<file path="src/sv/ipid_pkg.sv">
`default_nettype none

package ipid_pkg;

    // Default widths for the datapath
    localparam int ERROR_WIDTH_DEFAULT = 32;
    localparam int SUM_WIDTH_DEFAULT   = 48;

    // Fixed formats: gains are Q16.16, bound is unsigned Q31.16
    localparam int GAIN_WIDTH      = 32;
    localparam int FRAC_BITS       = 16;
    localparam int BOUND_WIDTH     = 47;
    localparam int CFG_INDEX_WIDTH = 3;
    localparam int CFG_DATA_WIDTH  = 47;

    // Register indexes
    localparam logic [CFG_INDEX_WIDTH-1:0] CFG_GAIN_P          = 3'd0;
    localparam logic [CFG_INDEX_WIDTH-1:0] CFG_GAIN_I          = 3'd1;
    localparam logic [CFG_INDEX_WIDTH-1:0] CFG_GAIN_D          = 3'd2;
    localparam logic [CFG_INDEX_WIDTH-1:0] CFG_ACCUMULATE_MODE = 3'd3;
    localparam logic [CFG_INDEX_WIDTH-1:0] CFG_BOUND           = 3'd4;

    // Function code of an input transaction
    localparam logic FUNC_CLEAR = 1'b1;

    typedef struct packed {
        logic signed [GAIN_WIDTH-1:0] gain_p;
        logic signed [GAIN_WIDTH-1:0] gain_i;
        logic signed [GAIN_WIDTH-1:0] gain_d;
        logic                         accumulate_mode;
        logic [BOUND_WIDTH-1:0]       accumulator_bound;
    } cfg_t;

    // Pipeline advance strobes, generated at the top level
    typedef struct packed {
        logic in_load;    // input register takes a transaction
        logic in_move;    // input stage moves into the product stage
        logic prod_move;  // product stage moves into the result register
    } pipe_ctl_t;

endpackage

`default_nettype wire

</file>
<file path="src/sv/ipid_scale.sv">
`default_nettype none

module ipid_scale #(
    parameter int PROD_WIDTH = ipid_pkg::ERROR_WIDTH_DEFAULT + 2 + ipid_pkg::GAIN_WIDTH,
    parameter int SUM_WIDTH  = ipid_pkg::SUM_WIDTH_DEFAULT
) (
    input  wire logic signed [PROD_WIDTH-1:0] prod,
    output logic signed [SUM_WIDTH-1:0]       term
);

    localparam int FB = ipid_pkg::FRAC_BITS;
    localparam int QW = PROD_WIDTH - FB;
    localparam int XW = (QW > SUM_WIDTH) ? QW : SUM_WIDTH;

    logic                 round_up;
    logic signed [QW-1:0] quot;
    logic signed [XW-1:0] quot_x;
    logic signed [XW-1:0] sum_max_x;
    logic signed [XW-1:0] sum_min_x;

    // Truncate toward zero: floor, plus one for a negative value with dropped bits
    assign round_up  = prod[PROD_WIDTH-1] && (|prod[FB-1:0]);
    assign quot      = $signed(prod[PROD_WIDTH-1:FB]) + $signed({{(QW-1){1'b0}}, round_up});
    assign quot_x    = XW'(quot);
    assign sum_max_x = $signed({{(XW-SUM_WIDTH+1){1'b0}}, {(SUM_WIDTH-1){1'b1}}});
    assign sum_min_x = ~sum_max_x;

    always_comb begin
        if (quot_x > sum_max_x) begin
            term = sum_max_x[SUM_WIDTH-1:0];
        end else if (quot_x < sum_min_x) begin
            term = sum_min_x[SUM_WIDTH-1:0];
        end else begin
            term = quot_x[SUM_WIDTH-1:0];
        end
    end

endmodule

`default_nettype wire

</file>
<file path="src/sv/ipid_combine.sv">
`default_nettype none

module ipid_combine #(
    parameter int PROD_WIDTH = ipid_pkg::ERROR_WIDTH_DEFAULT + 2 + ipid_pkg::GAIN_WIDTH,
    parameter int SUM_WIDTH  = ipid_pkg::SUM_WIDTH_DEFAULT
) (
    input  wire logic                          aclk,
    input  wire logic                          aresetn,
    input  wire ipid_pkg::pipe_ctl_t           ctl,
    input  wire ipid_pkg::cfg_t                cfg,
    input  wire logic                          prod_clear,
    input  wire logic signed [PROD_WIDTH-1:0]  prod_p,
    input  wire logic signed [PROD_WIDTH-1:0]  prod_i,
    input  wire logic signed [PROD_WIDTH-1:0]  prod_d,
    output logic signed [SUM_WIDTH-1:0]        result
);

    localparam int SW = SUM_WIDTH;
    localparam int BW = ipid_pkg::BOUND_WIDTH;
    localparam int CW = (BW > SW) ? BW : SW;

    logic signed [SW-1:0] acc_reg;
    logic signed [SW-1:0] result_reg;

    logic signed [SW-1:0] term_p;
    logic signed [SW-1:0] term_i;
    logic signed [SW-1:0] term_d;
    logic [CW-1:0]        bound_ext;
    logic [CW-1:0]        sum_max_ext;
    logic [CW-1:0]        bound_lim;
    logic signed [SW-1:0] bnd;
    logic signed [SW-1:0] neg_bnd;
    logic signed [SW-1:0] acc_clamped;
    logic signed [SW-1:0] base;
    logic signed [SW-1:0] sum_pi;
    logic signed [SW-1:0] sum_pid;

    function automatic logic signed [SW-1:0] sat_add(
        input logic signed [SW-1:0] a,
        input logic signed [SW-1:0] b
    );
        logic signed [SW:0] s;
        s = {a[SW-1], a} + {b[SW-1], b};
        if (s[SW] != s[SW-1]) begin
            sat_add = s[SW] ? {1'b1, {(SW-1){1'b0}}} : {1'b0, {(SW-1){1'b1}}};
        end else begin
            sat_add = s[SW-1:0];
        end
    endfunction

    ipid_scale #(.PROD_WIDTH(PROD_WIDTH), .SUM_WIDTH(SW)) u_scale_p (
        .prod (prod_p),
        .term (term_p)
    );

    ipid_scale #(.PROD_WIDTH(PROD_WIDTH), .SUM_WIDTH(SW)) u_scale_i (
        .prod (prod_i),
        .term (term_i)
    );

    ipid_scale #(.PROD_WIDTH(PROD_WIDTH), .SUM_WIDTH(SW)) u_scale_d (
        .prod (prod_d),
        .term (term_d)
    );

    // Limit the bound to the largest positive sum, then clamp the stored sum
    assign bound_ext   = CW'(cfg.accumulator_bound);
    assign sum_max_ext = CW'({1'b0, {(SW-1){1'b1}}});
    assign bound_lim   = (bound_ext > sum_max_ext) ? sum_max_ext : bound_ext;
    assign bnd         = $signed(bound_lim[SW-1:0]);
    assign neg_bnd     = -bnd;

    always_comb begin
        if (acc_reg > bnd) begin
            acc_clamped = bnd;
        end else if (acc_reg < neg_bnd) begin
            acc_clamped = neg_bnd;
        end else begin
            acc_clamped = acc_reg;
        end
    end

    // Direct mode starts from zero, which leaves the P term untouched
    assign base    = cfg.accumulate_mode ? acc_clamped : '0;
    assign sum_pi  = sat_add(sat_add(base, term_p), term_i);
    assign sum_pid = sat_add(sum_pi, term_d);

    always_ff @(posedge aclk) begin
        if (!aresetn) begin
            acc_reg <= '0;
        end else if (ctl.prod_move) begin
            if (prod_clear) begin
                acc_reg <= '0;
            end else if (cfg.accumulate_mode) begin
                acc_reg <= sum_pid;
            end
        end
    end

    always_ff @(posedge aclk) begin
        if (ctl.prod_move) begin
            result_reg <= prod_clear ? '0 : sum_pid;
        end
    end

    assign result = result_reg;

endmodule

`default_nettype wire

</file>
<file path="config.mk">
export PLATFORM = sky130hd
export DESIGN_NAME = ipid_combine
export DESIGN_NICKNAME = d
export VERILOG_FILES = /design/src/sv/ipid_pkg.sv /design/src/sv/ipid_scale.sv /design/src/sv/ipid_combine.sv
export SDC_FILE = /design/constraint.sdc
export NUM_CORES = 1
export LEC_CHECK = 0
export BUFFER_PORTS_ARGS = -buffer_cell sky130_fd_sc_hd__buf_2
export CAP_MARGIN = 20
export CORE_UTILIZATION = 35
export CTS_CLUSTER_SIZE = 16
export DETAILED_ROUTE_END_ITERATION = 8
export GPL_TIMING_DRIVEN = 0
export SYNTH_ARGS = -nofsm -noshare
export SYNTH_HDL_FRONTEND = slang
export SYNTH_SLANG_ARGS = --single-unit
</file>
<file path="constraint.sdc">
create_clock -name aclk -period 20.9 [get_ports aclk]
set_input_delay 2.09 -clock aclk [delete_from_list [all_inputs] [get_ports aclk]]
set_output_delay 2.09 -clock aclk [all_outputs]
set_load 0.005 [all_outputs]
</file>
==> results.md <==
- Status: finished, final reports clean
- Syn nets: 3501
- Postcts setup bufs: 0
- Initial core utilization: 35.4%
- Crit share post-route: 95.9%
- Period minus WS final: 20.05 ns
- Warnings, synthesis: 0
- DRT antenna net count: 0
- Std cell rows: 88
- CTS root buf: clkbuf_16
- Chip Height: 243 um
- First-pass GRT wire length: 123000 um
- Synth unique cells: 92
- CTS tree: built
- Drc violations: 0
- Pre-antenna DRT Iters: 6
- Worst path most repeated cell: clkbuf_1
- Final wirelength: 82300 um
- Setup Viol. Count Final: 0
- Initial DRC count: 2125
- CP endpoint kind: register
- Worst Tran Pin Value: 0.954 ns
- Initial antenna violation count: 0
- Largest area contributor in the netlist: ha_1
- Post-CTS Hold Buffers: 0
- DR WL/cell: 20.7 um
- Max layer used: met4
- Share of cells above drive strength 1: 12.2%
- Slowest CP cell: a2111oi_0
- Post-synth EDFFs: 48
- Largest net degree at the start of global routing: 51
- Vias in the first global route: 21174
- Final hold vios: 0
- Clock transition at path regs: 0.08 ns
- F_max: 49.9 MHz
- Wire length on met1: 37500 um
- Total global routing overflow: 0
- RSZ-0062 raised after global routing: false
- Global-route usage over all layers: 26.5%
- Worst Hold Class: reg2reg
- Critical Path Source Type: input port
- RePlAce Congestion: 0.993
- Largest stage delay, worst path: 0.76 ns
- Post-DP HPWL: 71300 um
- Final #Nets: 3806
- Top cells by area, synth: ha_1 15%, o21ai_0 8.2%, xnor2_1 7.6%
- Longest Clk Path Bufs: 2
- CP Max Fanout: 10
- FFs w/ async S/R, synth: 0%
- Area share of the largest cell type after synthesis: 15.0%
- Crit path buf inv count: 9
- Core area: 57700 sq um
- Slew HR: 35.8%
- Setup tns final: 0 ns
- Crit path kind: in2reg
- Setup Skew: 0.0121 ns
- Total CTS buffers: 9
- PortBufs: 293
- Max cap viols: 0
- Area of the die: 59300 sq um
- Vias per inst: 5.75
- Syn avg cell area: 7.02 sq um
- IO Pins: 396
- Top Family by Delay on Critical Path: compound AO/OA/AOI/OAI gates
- Area Overhead vs Synth: 13.5%
- Most used DFF post-synth: edfxtp_1
- Synthesis-stage register bit count: 96
- Fin. max-slew vios: 0
- CP required: 20.98 ns
- DR vias: 22871
- Sink Count: 96
- Sequential area share after synthesis: 11.8%
- H-Tree Depth: 3
- Synth Cell Area: 20400 sq um
- Filler cells: 6356
- Mapped Cells: 2905
- Die W: 243 um
- Met2 wire length: 36100 um
- Clock Latency Late Sink: 0.35 ns
- Crit path arrival time: 20.13 ns
- Met3 WL: 5700 um
-- cells in the final DEF, fill, tap and decap left out, types with 98 or more instances in the layout --
cell type / instances
buf_2: 309
xnor2_1: 177
a21oi_1: 255
nand2_1: 301
o21ai_0: 334
nor2_1: 180
ha_1: 245
nand3_1: 98
inv_1: 116
xor2_1: 128
clkbuf_1: 128
-- synthesized netlist by cell type (17+ instances only) --
cell type / instances
o21a_1: 41
inv_1: 116
nor4_1: 33
o21bai_1: 21
nor2_1: 180
nand2b_1: 24
and4_1: 17
dfxtp_1: 48
nand3_1: 98
a21oi_1: 255
nor3_1: 47
nor2b_1: 27
a21o_1: 90
xnor2_1: 177
and2_1: 18
xor2_1: 128
nand4_1: 80
clkbuf_1: 128
o211ai_1: 27
edfxtp_1: 48
o21ai_0: 334
ha_1: 245
nand2_1: 301
and3_1: 53
or3_1: 24
a31oi_1: 60
a211oi_1: 36
-- per-stage QoR --
| stage | hold WS, ns | area (sq um) | std cells | util, % | setup slack [ns] |
|---|---|---|---|---|---|
| floorplan | 0.454 | 20400 | 2905 | - | 5.67 |
| global route | 0.571 | 23200 | 3980 | 40.1 | 0.0309 |
| CTS | 0.560 | 23100 | 3979 | 40.1 | 0.850 |
| finish | 0.544 | 23200 | 3981 | 40.1 | 0.851 |
| global placement | 0.541 | 22800 | 3963 | 39.6 | 0.502 |
| detailed placement | 0.550 | 22800 | 3963 | 39.6 | 0.558 |
-- final timing paths --
kind | cells past startpoint | slack (ns) | startpoint | endpoint
worst max-delay path | 56 | 0.85 | cfg[3] | result[39]
worst min register to register | 2 | 0.54 | acc_reg[0] | acc_reg[0]
worst max register to register | 49 | 4.74 | acc_reg[31] | result[39]
worst min-delay path | 2 | 0.54 | acc_reg[0] | acc_reg[0]
-- timing repair --
action	CTS	global route
hold endpoints to repair	0	0
gates resized for setup	0	4
endpoints found under the setup margin	0	91
-- cell type report --
class | instances | area [sq um] | area share, %
Multi-Input combinational cell | 2536 | 16900 | 73.1
Buffer | 156 | 651 | 2.81
Antenna cell | 1 | 2.50 | 0.0108
Clock inverter | 7 | 58.8 | 0.254
Tap cell | 765 | 957 | 4.13
Inverter | 117 | 439 | 1.90
Clock buffer | 9 | 225 | 0.972
Sequential cell | 96 | 2400 | 10.4
Timing Repair Buffer | 294 | 1490 | 6.42
-- logic make-up after synthesis --
| kind of cell | Yosys count | share of synthesized area [%] |
|---|---|---|
| DFF | 96 | 11.8 |
| adders and majority gates | 258 | 15.8 |
| and+or+nand+nor | 954 | 23.3 |
| xor gates and xnor gates | 305 | 13.1 |
| AOI/OAI and AO/OA | 1010 | 30.2 |
| muxes | 9 | 0.503 |
| buffers and inverters | 273 | 5.34 |
-- tightest hold or removal path, cell delays in order, from the launching register on --
cell and delay [ns]:
dfxtp_1 0.36, nand2_1 0.07, a21boi_0 0.07
-- routing by layer --
layer | up-vias | GRT usage [%]
met5 | - | 0
met4 | 0 | 8.51
met3 | 113 | 3.88
met2 | 807 | 42.7
met1 | 10644 | 36.2
li1 | 11307 | -
Power is left out: the tool's default activity adds up to more than one toggle a clock period on the data nets, which glitch-free logic cannot reach.
