File: src/sv/ipid_pkg.sv
`default_nettype none

package ipid_pkg;

    // Default widths for the datapath
    localparam int ERROR_WIDTH_DEFAULT = 32;
    localparam int SUM_WIDTH_DEFAULT   = 48;

    // Fixed formats: gains are Q16.16, bound is unsigned Q31.16
    localparam int GAIN_WIDTH      = 32;
    localparam int FRAC_BITS       = 16;
    localparam int BOUND_WIDTH     = 47;
    localparam int CFG_INDEX_WIDTH = 3;
    localparam int CFG_DATA_WIDTH  = 47;

    // Register indexes
    localparam logic [CFG_INDEX_WIDTH-1:0] CFG_GAIN_P          = 3'd0;
    localparam logic [CFG_INDEX_WIDTH-1:0] CFG_GAIN_I          = 3'd1;
    localparam logic [CFG_INDEX_WIDTH-1:0] CFG_GAIN_D          = 3'd2;
    localparam logic [CFG_INDEX_WIDTH-1:0] CFG_ACCUMULATE_MODE = 3'd3;
    localparam logic [CFG_INDEX_WIDTH-1:0] CFG_BOUND           = 3'd4;

    // Function code of an input transaction
    localparam logic FUNC_CLEAR = 1'b1;

    typedef struct packed {
        logic signed [GAIN_WIDTH-1:0] gain_p;
        logic signed [GAIN_WIDTH-1:0] gain_i;
        logic signed [GAIN_WIDTH-1:0] gain_d;
        logic                         accumulate_mode;
        logic [BOUND_WIDTH-1:0]       accumulator_bound;
    } cfg_t;

    // Pipeline advance strobes, generated at the top level
    typedef struct packed {
        logic in_load;    // input register takes a transaction
        logic in_move;    // input stage moves into the product stage
        logic prod_move;  // product stage moves into the result register
    } pipe_ctl_t;

endpackage

`default_nettype wire

File: src/sv/ipid_regs.sv
`default_nettype none

module ipid_regs (
    input  wire logic                                      aclk,
    input  wire logic                                      aresetn,
    input  wire logic                                      cfg_valid,
    output logic                                           cfg_ready,
    input  wire logic [ipid_pkg::CFG_INDEX_WIDTH-1:0]      cfg_index,
    input  wire logic [ipid_pkg::CFG_DATA_WIDTH-1:0]       cfg_data,
    output ipid_pkg::cfg_t                                 cfg
);

    ipid_pkg::cfg_t cfg_reg;

    assign cfg_ready = 1'b1;
    assign cfg       = cfg_reg;

    always_ff @(posedge aclk) begin
        if (!aresetn) begin
            cfg_reg <= '0;
        end else if (cfg_valid) begin
            case (cfg_index)
                ipid_pkg::CFG_GAIN_P: begin
                    cfg_reg.gain_p <= cfg_data[ipid_pkg::GAIN_WIDTH-1:0];
                end
                ipid_pkg::CFG_GAIN_I: begin
                    cfg_reg.gain_i <= cfg_data[ipid_pkg::GAIN_WIDTH-1:0];
                end
                ipid_pkg::CFG_GAIN_D: begin
                    cfg_reg.gain_d <= cfg_data[ipid_pkg::GAIN_WIDTH-1:0];
                end
                ipid_pkg::CFG_ACCUMULATE_MODE: begin
                    cfg_reg.accumulate_mode <= cfg_data[0];
                end
                ipid_pkg::CFG_BOUND: begin
                    cfg_reg.accumulator_bound <= cfg_data[ipid_pkg::BOUND_WIDTH-1:0];
                end
                default: begin
                    // drop writes to unknown indexes
                end
            endcase
        end
    end

endmodule

`default_nettype wire

File: config.mk
export PLATFORM = sky130hd
export DESIGN_NAME = ipid_regs
export DESIGN_NICKNAME = d
export VERILOG_FILES = /design/src/sv/ipid_pkg.sv /design/src/sv/ipid_regs.sv
export SDC_FILE = /design/constraint.sdc
export NUM_CORES = 1
export LEC_CHECK = 0
export ABC_AREA = 1
export BUFFER_PORTS_ARGS = -buffer_cell sky130_fd_sc_hd__buf_2
export CAP_MARGIN = 20
export CORE_ASPECT_RATIO = 1.1
export CORE_UTILIZATION = 50
export DETAILED_ROUTE_END_ITERATION = 12
export PLACE_DENSITY = 0.8
export SYNTH_ARGS = -nofsm -noshare
export SYNTH_HDL_FRONTEND = slang
export SYNTH_SLANG_ARGS = --single-unit
File: constraint.sdc
create_clock -name aclk -period 1.5 [get_ports aclk]
set_input_delay 0.075 -clock aclk [delete_from_list [all_inputs] [get_ports aclk]]
set_output_delay 0.075 -clock aclk [all_outputs]
set_load 0.02 [all_outputs]
==> flow_summary.json, run 1 <==
{
  "dr.pass1.iters": 5,
  "syn-mean-instance-area_um2": 6.917,
  "dieArea_um2": 11960,
  "synth.area.top_cells": "dfxtp_1, nor2_1, nand3_1",
  "final_util_pct": 68.99,
  "finalSetupViolCount": 0,
  "antenna_found_initial": 0,
  "critPathCaptureType": "output pin",
  "async_reset_ff_share_pct": 0,
  "rows": 40,
  "fillers": 981,
  "sw_frac_of_total_pct": 25.75,
  "ys_warn_count": 0,
  "path_clk_slew_ns": 0.06,
  "p_clk_share_pct": 43.7,
  "critical_path_class": "reg2out",
  "worstPathMaxFanout": 2,
  "insertedDiodeCount": 0,
  "max-cap-violations": 0,
  "crit_required_ns": 1.42,
  "drc": 0,
  "synth_cell_types": 14,
  "synth_edf_count": 0,
  "path_buf_inv": 1,
  "synthSimpleGateAreaFrac_pct": 42.28,
  "pin_count": 198,
  "synthMostInstantiatedCell": "nor2_1",
  "area_delta_synth_final_pct": 32.44,
  "fin_tns_setup_ns": 0,
  "grt_max_degree": 50,
  "dp_hpwl_um": 10630,
  "cts_tree": "built",
  "synth_fp_nets": 886,
  "ys.flop_type": "dfxtp_1",
  "initial_utilization_pct": 52.09,
  "critPathTopFamily": "flip-flops",
  "postSynthCellCount": 833,
  "arrival_ns": 0.95,
  "drive_gt1_share_pct": 24.88,
  "cp_slowest_cell": "dfxtp_1",
  "critical_path.max_stage_delay_ns": 0.36,
  "crit_path_cell_trace": "buf_2",
  "fin_nets": 1077,
  "cts_buffer_depth": 2,
  "synth-seq-cells": 144,
  "power_density_nw_per_um2": 1190,
  "clk_latency_ns": 0.41,
  "die_y_um": 114.6,
  "period_needed_ns": 1.028,
  "num_vias": 5860,
  "cp-start-kind": "flop",
  "grt_use_total_pct": 27.25,
  "synth_top_area_share_pct": 50.03,
  "finalMaxSlewViolations": 0,
  "multi_input_area_um2": 2472,
  "grt_pass1_vias": 5293,
  "grt_pass1_wl_um": 25790,
  "p_leak_nw": 3.842,
  "fin_crit_sh_pct": 68.52,
  "power_frac_comb_pct": 11.9,
  "gp_congestion": 0.7920,
  "via_per_inst": 4.949,
  "synth_xor_area_share_pct": 0,
  "dieWidth_um": 104.4,
  "status": "finished, final reports clean",
  "seq_area_frac_synth_pct": 50.03,
  "p_seq_share_pct": 44.3,
  "p_int_mw": 6.743,
  "synthesis.area_um2": 5762,
  "cts_max_level": 4,
  "ys_top_cells_by_count": "nor2_1, nand2_1, dfxtp_1",
  "overflow": 0,
  "hold_path_class": "in2reg",
  "numCtsBuffers": 17,
  "synthMuxAreaShare_pct": 0,
  "hold_viol_final": 0,
  "synthAdderAreaFrac_pct": 0,
  "power_switching_mw": 2.339,
  "first_iter_violations": 307,
  "port_buffers": 196,
  "root_buffer": "clkbuf_16",
  "seq_area_um2": 2883,
  "ant_nets": 0,
  "synth_top_family_by_area": "simple AND/OR/NAND/NOR gates",
  "postCtsSetupBuffers": 0,
  "largest_reg_flops": 144,
  "wire_per_inst_um": 13.63,
  "core_area_um2": 11060,
  "max-vdd-ir-drop_mv": 0.6255,
  "rsz0062_at_grt": "false",
  "fin_skew_ns": 0,
  "drt_wl_total_um": 16130,
  "numClockSinks": 144,
  "synth-compound-area-share_pct": 0.08686,
  "yosys.area.top_type": "dfxtp_1",
  "fmax_mhz": 972.9
}
cell families after synthesis:
| group | after synthesis |
|---|---|
| flops | 144 |
| compound gates | 1 |
| buf+inv | 98 |
| simple gates | 589 |
| other cells | 1 |
final timing paths:
path | cells past startpoint | end | slack [ns] | startpoint
worst max register to register | 2 | cfg[95]$_SDFFE_PN0P_ | 0.87 | cfg[95]$_SDFFE_PN0P_
worst min-delay path | 4 | cfg[37]$_SDFFE_PN0P_ | 0.02 | cfg_data[37]
worst max-delay path | 1 | cfg[128] | 0.47 | cfg[128]$_SDFFE_PN0P_
worst min register to register | 2 | cfg[81]$_SDFFE_PN0P_ | 0.48 | cfg[81]$_SDFFE_PN0P_
layout make-up:
class	count	area share, %
flip-flops and latches	144	37.78
multi-input cells	591	32.40
repair buffers	232	18.20
clock buffers	22	6.214
well taps	147	2.410
inverters	38	1.869
clock inverters	10	1.131
metrics by stage:
| step | power, mW | setup WS, ns | instances | hold WS [ns] | cell area [um^2] |
|---|---|---|---|---|---|
| after floorplan | 4.781 | 0.5952 | 833 | 0.2926 | 5762 |
| after global placement | 5.142 | 0.3275 | 1138 | 0.3753 | 6930 |
| after detailed placement | 5.157 | 0.3018 | 1138 | 0.3830 | 6930 |
| after CTS | 9.125 | 0.4579 | 1184 | 0.01205 | 7631 |
| after global routing | 9.445 | 0.4291 | 1184 | 0.04693 | 7631 |
| final | 9.082 | 0.4722 | 1184 | 0.02249 | 7631 |
timing repair:
action | CTS | global route
resized for setup | 0 | 0
endpoints found under the hold margin | 14 | 0
hold buffers | 14 | 0
power by group through the flow:
stage,Clock (mW),Combinational (mW),Sequential [mW]
2_1_floorplan,0,0.510,4.27
3_3_place_gp,0,1.04,4.10
3_5_place_dp,0,1.05,4.11
4_1_cts,4.02,1.08,4.03
5_1_grt,4.22,1.18,4.04
6_report,3.97,1.08,4.03
placed cells by master (no fill, tap or decap):
cell type / Yosys / final
nor2_1: 292 / 287
buf_2: 32 / 195
nand2_1: 150 / 150
dfxtp_1: 144 / 144
nand3_1: 129 / 129
inv_1: 36 / 35
clkbuf_16: 0 / 17
nand3b_1: 15 / 15
buf_4: 7 / 15
dlygate4sd3_1: 0 / 14
buf_12: 0 / 8
nor2_2: 3 / 5
clkinv_2: 0 / 5
nor2_4: 0 / 3
clkbuf_8: 0 / 3
clkinvlp_4: 0 / 3
inv_2: 2 / 2
clkbuf_1: 11 / 2
clkinv_1: 0 / 1
a21oi_1: 1 / 1
conb_1: 1 / 1
bufinv_16: 0 / 1
clkinv_4: 0 / 1
per-layer routing:
layer | vias to the layer above | GRT usage, % | wire length [um]
met5 | - | 0 | 0
met4 | 0 | 11.90 | 352
met3 | 29 | 7.001 | 1166
met2 | 237 | 45.65 | 7924
met1 | 2639 | 33.12 | 6691
li1 | 2955 | - | -
Note: power is estimated with default switching activity, not from simulation.
==> inputs of run 2 (changes only) <==
clock period = 1.1 ns   (was 1.5 ns; I/O delays follow)
==> run 2 against run 1 <==
  * Sequential power up 36%
  * Combinational power up 42%
  * First-iteration DRC count up 43%
  * Clock skew unchanged
  * Critical path depth up 4
  * Wire length up 2.0%
  * Register-to-register slack worse by 0.41 ns
  * Non-clock buffer count up 9
  * Worst setup slack worse by 0.40 ns
  * Global-route usage up 0.56 points
  * Via count up 0.17%
  * Critical path type is now in2reg
==> flow_summary.json, run 2 (synthesis results as in run 1) <==
{
  "dieWidth_um": 104.4,
  "crit_required_ns": 1.43,
  "mostFrequentLayoutCells": "nor2_1, buf_2, nand2_1",
  "numClockSinks": 144,
  "initial_utilization_pct": 52.09,
  "num_vias": 5870,
  "power_density_nw_per_um2": 1732,
  "drc": 0,
  "cts_tree": "built",
  "cts_max_level": 4,
  "max-vdd-ir-drop_mv": 1.253,
  "max-cap-violations": 0,
  "root_buffer": "clkbuf_16",
  "r2r_setup_slack_ns": 0.46,
  "grt_pass1_vias": 5434,
  "insertedDiodeCount": 0,
  "finalMaxSlewViolations": 0,
  "via_per_inst": 4.924,
  "critPathCaptureType": "flop",
  "worstPathMaxFanout": 41,
  "largest_reg_flops": 144,
  "hp-start": "cfg_data[23]",
  "multi_input_area_um2": 2472,
  "fin_nets": 1086,
  "r2r_cells": 2,
  "fin_tns_setup_ns": 0,
  "ant_nets": 0,
  "critical_path_class": "in2reg",
  "finalSetupViolCount": 0,
  "grt_use_total_pct": 27.81,
  "period_needed_ns": 1.027,
  "cp-start-kind": "input port",
  "clk_latency_ns": 0.40,
  "drt_wl_total_um": 16450,
  "holdPathStages": 5,
  "postCtsSetupBuffers": 0,
  "wire_per_inst_um": 13.80,
  "die_y_um": 114.6,
  "fin_crit_sh_pct": 93.35,
  "cp_slowest_cell": "dlygate4sd3_1",
  "rsz0062_at_grt": "false",
  "antenna_found_initial": 0,
  "critical_path.max_stage_delay_ns": 0.55,
  "dr.pass1.iters": 5,
  "r2r_start": "cfg[46]$_SDFFE_PN0P_",
  "grt_pass1_wl_um": 26290,
  "area_delta_synth_final_pct": 36.96,
  "dp_hpwl_um": 10870,
  "pin_count": 198,
  "fillers": 954,
  "grt_max_degree": 49,
  "first_iter_violations": 439,
  "hold_path_class": "in2reg",
  "crit_path_cell_trace": "dlygate4sd3_1 -> buf_4 -> buf_12 -> nand2_1 -> nor2_1",
  "core_area_um2": 11060,
  "fin_skew_ns": 0,
  "seq_area_um2": 2883,
  "p_leak_nw": 3.966,
  "rows": 40,
  "dieArea_um2": 11960,
  "placed_cell_area_um2": 7025,
  "hold_viol_final": 0,
  "fmax_mhz": 973.8,
  "cts_buffer_depth": 2,
  "status": "finished, final reports clean",
  "min_to": "cfg[23]$_SDFFE_PN0P_",
  "drive_gt1_share_pct": 25.36,
  "layout_commonest_cell": "nor2_1",
  "path_clk_slew_ns": 0.06,
  "regToRegEndpoint": "cfg[46]$_SDFFE_PN0P_",
  "fin_area_um2": 7891,
  "gp_congestion": 0.7929,
  "overflow": 0,
  "numCtsBuffers": 17,
  "arrival_ns": 1.36,
  "port_buffers": 196
}
==> run 2: cell types whose count changed in the layout (fill, tap and decap cells not counted), sizes merged <==
cell,previous run,this run
buf,218,224
bufinv,1,6
clkinv,7,3
dlygate4sd3,14,17
clkinvlp,3,1
==> run 2: per-layer routing <==
layer | share of wire (%) | global-route usage [%] | vias up
li1 | - | - | 2970
met1 | 41 | 32.18 | 2631
met2 | 49 | 47.81 | 235
met3 | 7.4 | 8.082 | 34
met4 | 2.6 | 12.29 | 0
met5 | 0 | 0 | -
==> run 2: area by class of cell <==
class,instances,area share (%)
flip-flops and latches,144,36.53
multi-input cells,591,31.33
repair buffers,241,19.19
clock buffers,22,6.263
clock inverters,9,2.553
well taps,147,2.331
inverters,38,1.808
==> run 2: worst max-delay path by stage <==
stage | start | end | slack [ns]
3_5_place_dp | cfg_index[2] | cfg[3]$_SDFFE_PN0P_ | 0.03
4_1_cts | cfg[15]$_SDFFE_PN0P_ | cfg[15] | 0.07
2_1_floorplan | cfg_valid | cfg[123]$_SDFFE_PN0P_ | 0.22
3_3_place_gp | cfg_index[2] | cfg[43]$_SDFFE_PN0P_ | 0.06
6_report | aresetn | cfg[132]$_SDFFE_PN0P_ | 0.07
5_1_grt | cfg[15]$_SDFFE_PN0P_ | cfg[15] | 0.04
==> run 2: metrics by stage <==
| step | std cells | total power [mW] | hold slack [ns] | setup slack (ns) | utilization, % |
|---|---|---|---|---|---|
| final | 1192 | 13.66 | 0.01641 | 0.07315 | 71.35 |
| after global routing | 1192 | 14.17 | 0.03490 | 0.03809 | 71.35 |
| after CTS | 1192 | 13.72 | 0.005592 | 0.07183 | 71.35 |
| after detailed placement | 1144 | 7.062 | 0.3656 | 0.02631 | 63.52 |
| after global placement | 1144 | 7.039 | 0.3568 | 0.05524 | 63.52 |
| after floorplan | 833 | 6.520 | 0.2726 | 0.2152 | - |
==> run 2: power by group <==
part	switching (mW)	leakage, nW	internal, mW
combinational	0.968	2.46	0.557
clock	2.10	0.338	4.55
sequential	0.0932	1.17	5.40
total	3.16	3.97	10.5
==> run 2: repair_timing <==
action | CTS | global route
hold endpoints to repair | 27 | 0
resized for setup | 0 | 0
hold buffers | 17 | 0
==> run 2: worst max-delay path: cells and delay by family <==
kind,cells,cell delay (ns)
simple gates,2,0.23
buf+inv,3,1.05
